==> config.mk <==
export PLATFORM = sky130hd
export DESIGN_NAME = ansi_escape_stripper
export DESIGN_NICKNAME = d
export VERILOG_FILES = /design/src/rtl/aes_pkg.sv /design/src/rtl/aes_phase_fsm.sv /design/src/rtl/ansi_escape_stripper.sv
export SDC_FILE = /design/constraint.sdc
export NUM_CORES = 1
export LEC_CHECK = 0
export BUFFER_PORTS_ARGS = -buffer_cell sky130_fd_sc_hd__buf_2
export CAP_MARGIN = 20
export CORE_MARGIN = 3
export CORE_UTILIZATION = 50
export CTS_CLUSTER_DIAMETER = 150
export DETAILED_ROUTE_END_ITERATION = 10
export GPL_TIMING_DRIVEN = 1
export PLACE_DENSITY = 0.83
export SYNTH_ARGS = -nofsm -noshare
export SYNTH_HDL_FRONTEND = slang
export SYNTH_SLANG_ARGS = --single-unit
==> constraint.sdc <==
create_clock -name clk -period 4.85 [get_ports clk]
set_clock_uncertainty 0.1 [all_clocks]
set_input_delay 0 -clock clk [delete_from_list [all_inputs] [get_ports clk]]
set_output_delay 0 -clock clk [all_outputs]
set_load 0.05 [all_outputs]
==> src/rtl/aes_pkg.sv <==
`timescale 1ns / 1ps
`default_nettype none
// ----------------------------------------------------------------------------
// aes_pkg
// Shared types and character codes for the ANSI escape stripper.
// ----------------------------------------------------------------------------
package aes_pkg;

  // Character codes that steer the parser.
  localparam logic [7:0] CH_ESC       = 8'h1B;
  localparam logic [7:0] CH_LBR       = 8'h5B;
  localparam logic [7:0] CH_RBR       = 8'h5D;
  localparam logic [7:0] CH_BEL       = 8'h07;
  localparam logic [7:0] CH_BSL       = 8'h5C;
  localparam logic [7:0] CH_CR        = 8'h0D;
  localparam logic [7:0] CSI_FINAL_LO = 8'h40;
  localparam logic [7:0] CSI_FINAL_HI = 8'h7E;

  // Parser phase, one-hot.
  typedef enum logic [4:0] {
    PH_TEXT    = 5'b00001,
    PH_ESC     = 5'b00010,
    PH_CSI     = 5'b00100,
    PH_OSC     = 5'b01000,
    PH_OSC_ESC = 5'b10000
  } phase_t;

  // One input byte as held in the input register.
  typedef struct packed {
    logic [7:0] data_byte;
    logic       chunk_start;
  } item_t;

  // Decision returned by the phase machine for the byte in the input register.
  typedef struct packed {
    logic       keep;
    logic [7:0] out_byte;
  } verdict_t;

endpackage
`default_nettype wire

==> src/rtl/aes_phase_fsm.sv <==
`timescale 1ns / 1ps
`default_nettype none
// ----------------------------------------------------------------------------
// aes_phase_fsm
// Escape sequence phase machine: decides whether one byte is kept and
// advances the phase when the byte leaves the input register.
// ----------------------------------------------------------------------------
module aes_phase_fsm (
  input  wire                clk,
  input  wire                rst_n,
  input  wire                advance,
  input  wire aes_pkg::item_t item,
  output aes_pkg::verdict_t  verdict
);

  aes_pkg::phase_t phase_r;
  aes_pkg::phase_t phase_nxt;
  aes_pkg::phase_t phase_eff;

  // Phase after the effect of a byte inside an OSC sequence.
  function automatic aes_pkg::phase_t osc_next(input logic [7:0] b);
    aes_pkg::phase_t ph;
    if (b == aes_pkg::CH_BEL) begin
      ph = aes_pkg::PH_TEXT;
    end else if (b == aes_pkg::CH_ESC) begin
      ph = aes_pkg::PH_OSC_ESC;
    end else begin
      ph = aes_pkg::PH_OSC;
    end
    return ph;
  endfunction

  // A chunk start puts the parser back into plain text before its byte.
  assign phase_eff = item.chunk_start ? aes_pkg::PH_TEXT : phase_r;

  // Next phase and keep decision for the current byte.
  always_comb begin
    phase_nxt        = aes_pkg::PH_TEXT;
    verdict.keep     = 1'b0;
    verdict.out_byte = item.data_byte;
    case (phase_eff)
      aes_pkg::PH_ESC: begin
        if (item.data_byte == aes_pkg::CH_LBR) begin
          phase_nxt = aes_pkg::PH_CSI;
        end else if (item.data_byte == aes_pkg::CH_RBR) begin
          phase_nxt = aes_pkg::PH_OSC;
        end else begin
          phase_nxt = aes_pkg::PH_TEXT;
        end
      end
      aes_pkg::PH_CSI: begin
        if (item.data_byte inside {[aes_pkg::CSI_FINAL_LO:aes_pkg::CSI_FINAL_HI]}) begin
          phase_nxt = aes_pkg::PH_TEXT;
        end else begin
          phase_nxt = aes_pkg::PH_CSI;
        end
      end
      aes_pkg::PH_OSC: begin
        phase_nxt = osc_next(item.data_byte);
      end
      aes_pkg::PH_OSC_ESC: begin
        if (item.data_byte == aes_pkg::CH_BSL) begin
          phase_nxt = aes_pkg::PH_TEXT;
        end else begin
          phase_nxt = osc_next(item.data_byte);
        end
      end
      default: begin
        // Plain text; unknown codes are handled the same way.
        if (item.data_byte == aes_pkg::CH_ESC) begin
          phase_nxt = aes_pkg::PH_ESC;
        end else begin
          phase_nxt    = aes_pkg::PH_TEXT;
          verdict.keep = (item.data_byte != aes_pkg::CH_CR);
        end
      end
    endcase
  end

  // Phase register.
  always_ff @(posedge clk) begin
    if (!rst_n) begin
      phase_r <= aes_pkg::PH_TEXT;
    end else if (advance) begin
      phase_r <= phase_nxt;
    end
  end

endmodule
`default_nettype wire

==> src/rtl/ansi_escape_stripper.sv <==
`timescale 1ns / 1ps
`default_nettype none
// ----------------------------------------------------------------------------
// ansi_escape_stripper
// Passes printable terminal text and drops ANSI escape sequences (CSI, OSC,
// two-byte escapes) and carriage returns.
// ----------------------------------------------------------------------------
//  Channel  Direction  Payload
//  in_      slave      tdata[7:0] data_byte, tuser[0] chunk_start
//  out_     master     tdata[7:0] out_byte (zero or one per input byte)
//
//  One byte is accepted per cycle unless out_ stalls with both registers
//  full; a kept byte passes the input register, then the result register,
//  before it is presented on out_. The phase register is the only loop.
//  Reset is synchronous, active low, and returns the parser to plain text.
//  A stall on out_tready holds the result register and then the input
//  register; in_tready falls only when both are full and out_tready is low.
// ----------------------------------------------------------------------------
module ansi_escape_stripper (
  input  wire        clk,
  input  wire        rst_n,
  input  wire        in_tvalid,
  output logic       in_tready,
  input  wire  [7:0] in_tdata,   // [7:0] data_byte
  input  wire  [0:0] in_tuser,   // [0] chunk_start
  output logic       out_tvalid,
  input  wire        out_tready,
  output logic [7:0] out_tdata   // [7:0] out_byte
);

  logic              s1_valid_r;
  aes_pkg::item_t    s1_item_r;
  logic              s1_fire;
  logic              out_free;
  logic              in_fire;
  aes_pkg::verdict_t verdict;
  logic              out_valid_r;
  logic [7:0]        out_data_r;

  assign in_fire   = in_tvalid && in_tready;
  assign out_free  = !out_valid_r || out_tready;
  assign s1_fire   = s1_valid_r && out_free;
  assign in_tready = !s1_valid_r || s1_fire;

  // Input register.
  always_ff @(posedge clk) begin
    if (!rst_n) begin
      s1_valid_r <= 1'b0;
    end else if (in_tready) begin
      s1_valid_r <= in_tvalid;
    end
  end

  always_ff @(posedge clk) begin
    if (in_fire) begin
      s1_item_r.data_byte   <= in_tdata;
      s1_item_r.chunk_start <= in_tuser[0];
    end
  end

  // Phase machine decides on the registered byte.
  aes_phase_fsm u_phase (
    .clk     (clk),
    .rst_n   (rst_n),
    .advance (s1_fire),
    .item    (s1_item_r),
    .verdict (verdict)
  );

  // Result register.
  always_ff @(posedge clk) begin
    if (!rst_n) begin
      out_valid_r <= 1'b0;
    end else if (out_free) begin
      out_valid_r <= s1_valid_r && verdict.keep;
    end
  end

  always_ff @(posedge clk) begin
    if (s1_fire && verdict.keep) begin
      out_data_r <= verdict.out_byte;
    end
  end

  assign out_tvalid = out_valid_r;
  assign out_tdata  = out_data_r;

  // Checks.
  a_no_ctrl_out : assert property (@(posedge clk) disable iff (!rst_n)
    out_valid_r |-> (out_data_r != aes_pkg::CH_CR) && (out_data_r != aes_pkg::CH_ESC))
    else $error("carriage return or escape byte delivered");

  a_chunk_text : assert property (@(posedge clk) disable iff (!rst_n)
    s1_fire && s1_item_r.chunk_start && (s1_item_r.data_byte != aes_pkg::CH_ESC) &&
    (s1_item_r.data_byte != aes_pkg::CH_CR)
    |=> out_valid_r && (out_data_r == $past(s1_item_r.data_byte)))
    else $error("plain byte at chunk start not delivered");

  a_stall_cause : assert property (@(posedge clk) disable iff (!rst_n)
    !in_tready |-> s1_valid_r && out_valid_r && !out_tready)
    else $error("input stalled without a full pipeline");

endmodule
`default_nettype wire

==> summary by stage <==
Synthesis
Yosys printed 0 warnings. The share of async-settable or async-resettable flops after synthesis is 0%. The average cell area after synthesis is roughly 12 um2. Counting every net in the synthesized netlist gives 109. Among all flip-flop cells after synthesis, the most frequent one is sky130_fd_sc_hd__edfxtp_1. The cell count after synthesis came out at between 90 and 100.

The part of the Yosys area used for sequential elements is 56.22%. Synthesis instantiated 42 different standard cells from the library. Yosys mapped a number of flops with a built-in enable equal to 17.

The netlist area before placement is roughly 0.0012 mm2. After synthesis the netlist holds a flip-flop and latch count of 24.

STA
The worst hold margin is approximately 0.097 ns. The worst setup slack after layout is about 2.4 ns. The total count of hold-check failures in the final report came to 0. The maximum achievable frequency is about 410 MHz. The final number of setup-violating endpoints is 0. The final critical path takes up between 50 and 60% of the cycle.

Setup repair after global routing left no endpoint under its margin. Headroom to the max-slew limit came out at a little under 50%. The actual transition at the worst max-transition pin is approximately 0.77 ns. For the finished layout, the period the worst path requires is around 2.5 ns.

Adding up every negative setup slack in the final design gives 0 ns. The max-slew violation total from the final report is 0.

Clock tree
The number of H-tree levels is 1. The clock-pin slew of the registers on the worst-case setup and hold paths is approximately 0.13 ns. The clock root buffer master is sky130_fd_sc_hd__clkbuf_4. The CTS tree is built. Clock tree synthesis found a total of 24 sinks. The clock passes through at most 2 buffers.

The later pin in the worst-skew pair is clocked with a latency of approximately 0.32 ns. The number of clock buffers inserted by TritonCTS is 3.

Cells and area
Leaving out fill and tap cells, the most frequent cells in the layout are sky130_fd_sc_hd__buf_2 (23), sky130_fd_sc_hd__edfxtp_1 (17), sky130_fd_sc_hd__dlygate4sd3_1 (12), sky130_fd_sc_hd__nand2_1 (7), sky130_fd_sc_hd__dfxtp_1 (7). Relative to the synthesized area, the layout overhead comes to 26.27%. The most frequent standard cell in the layout excluding fill and tap cells is sky130_fd_sc_hd__buf_2. The antenna diode count is 0.

The utilization after layout is between 70% and 80%. The count of fill cells added during filler insertion is roughly 160. With fillers left out, the area of the finished cells amounts to 0.001461 mm2. The share of cells above drive strength 1 is between 20% and 30%.

After the last flow step, the layout net total stands at 146.

Global route
The initial antenna violation count is 0. The global-route usage over all layers is between 20% and 30%. The met2 track demand over resource in global routing is roughly 34%. The layer flagged by global routing as most heavily used is met2.

Global routing used between 4 and 5% of the available met3 tracks. In the global route stage, met1 resource usage came out at between 20% and 30%. The pin count of the biggest net entering global routing is 15.

After global routing the overflow that remains totals 0. The number of global-route vias before repair is 916. The first-pass GRT wire length is between 4000 and 5000 um.

Floorplanning
The boundary pin count is 23. Once the floorplan was initialized, standard cells occupied between 50% and 60% of the core. The die is about 54 um tall.

The area enclosed by the die boundary is around 0.003 mm2. The core region is 0.002082 mm2. In this run the core area contains 16 standard-cell rows. The die outline width is 54.11 um.

Placed design
The minimum setup slack after placement is between 2 and 2.5 ns. Port buffering added 22 buffers. The detailed-placement wirelength estimate is 1677 um. In this run the cell area measured after placement is 0.001289 mm2. The congestion estimate from routability-driven global placement came to approximately 0.79.

Worst hold path
The class of the tightest hold or removal check is input pin to flip-flop.

Setup path
The worst setup path is launched from a flip-flop. The worst setup path is captured at a flip-flop. The critical path is of the flip-flop to flip-flop type. The worst endpoint data arrival time is 2.40 ns. For the worst setup path, the data required time is ~4.8 ns. The largest fanout of any net on the critical path is 8.

Detailed routing
The mean routed wirelength per cell is between 15 and 20 um. The final antenna-violating net count is 0. Before antenna repair, the detailed router went through 4 iterations. The final route contains slightly above 900 vias. The starting DRC count in detailed routing is 43. Summed over all layers, the routed wires come to around 2500 um. Dividing the detail-routed via count by the number of cells gives ~5.7. The number of DRC violations after detailed routing is 0.

Power and ir drop
For this design the ratio of total power to cell area is a little under 300 mW/mm2. The worst vdd rail ir drop is 0.0002471 V. Summed over all cells, the static leakage comes to approximately 0.54 nW.

Run
The tool flagged a number of max-cap violations equal to 0.

Run status
The run finished with clean final reports.
-- critical path: stages (launching register included) --
cell,delay [ns]
sky130_fd_sc_hd__dfxtp_1,0.61
sky130_fd_sc_hd__xor2_1,0.15
sky130_fd_sc_hd__a211oi_2,0.29
sky130_fd_sc_hd__nor3_4,0.07
sky130_fd_sc_hd__a211oi_1,0.66
sky130_fd_sc_hd__buf_2,0.30
-- metrics by stage --
| step | power (mW) | cells |
|---|---|---|
| after CTS | 0.4305 | 159 |
| after detailed placement | 0.2816 | 143 |
| after global placement | 0.2789 | 142 |
| final | 0.4322 | 159 |
| after global routing | 0.4504 | 159 |
| after floorplan | 0.2685 | 96 |
-- power breakdown --
| part | total [mW] | switching, mW | internal (mW) |
|---|---|---|---|
| Clock | 0.147 | 0.0633 | 0.0836 |
| Combinational | 0.0453 | 0.0266 | 0.0186 |
| Sequential | 0.240 | 0.0102 | 0.230 |
| Total | 0.432 | 0.100 | 0.332 |
-- synthesized netlist by cell type, drive strengths merged, types with 3 or more instances --
cell type | count | area (um2)
nor2 | 5 | 18.77
nand4 | 4 | 25.02
nor2b | 4 | 25.02
inv | 3 | 11.26
o21ai | 3 | 15.01
nor4b | 4 | 65.07
buf | 3 | 17.52
nand3 | 3 | 15.01
dfxtp | 7 | 140.1
edfxtp | 17 | 510.5
nor3 | 4 | 31.28
nand2 | 7 | 26.28
and2 | 3 | 18.77
nor3b | 3 | 27.52
-- cell families (layout without fill, tap and decap cells) --
logic type,Yosys count,in the layout,share of synthesized area [%]
compound gates,16,16,10.27
xor+xnor,2,2,1.514
buf+inv,6,42,2.487
flops,24,24,56.22
mux,1,1,0.9729
simple gates,47,47,28.54
-- path summary, 6_finish.rpt --
| check | from | cells past startpoint | end | slack [ns] |
|---|---|---|---|---|
| setup reg to reg | u_phase.phase_r[2]$_SDFFE_PN0P_ | 5 | out_tdata[2]$_DFFE_PP_ | 2.40 |
| setup / recovery | u_phase.phase_r[2]$_SDFFE_PN0P_ | 5 | out_tdata[2]$_DFFE_PP_ | 2.40 |
| hold reg to reg | s1_item_r[6]$_DFFE_PP_ | 0 | out_tdata[5]$_DFFE_PP_ | 0.47 |
| hold / removal | out_tready | 3 | out_tvalid$_SDFFE_PN0P_ | 0.1 |
-- registers in the layout (all words and copies together) (netlist names) --
name             count
out_tvalid           1
u_phase.phase_r      5
s1_valid_r           1
out_tdata            8
s1_item_r            9
-- what timing repair did --
action,in CTS,in global routing
endpoints found under the hold margin,15,0
hold buffers,12,0
buffers inserted,0,0
resized for setup,0,0
-- area by class of cell --
type / instances / area [um2] / area share (%)
inverters: 3 / 11.26 / 0.7705
well taps: 27 / 33.78 / 2.312
flip-flops and latches: 24 / 650.6 / 44.52
clock inverters: 1 / 30.03 / 2.055
multi-input cells: 66 / 478.0 / 32.71
repair buffers: 35 / 235.2 / 16.10
clock buffers: 3 / 22.52 / 1.541
-- routing by layer --
layer,up-vias,share of wire [%]
met3,9,7.1
li1,442,-
met4,0,4.0
met5,-,0
met1,402,39
met2,52,50
(Power assumes the default switching activity.)
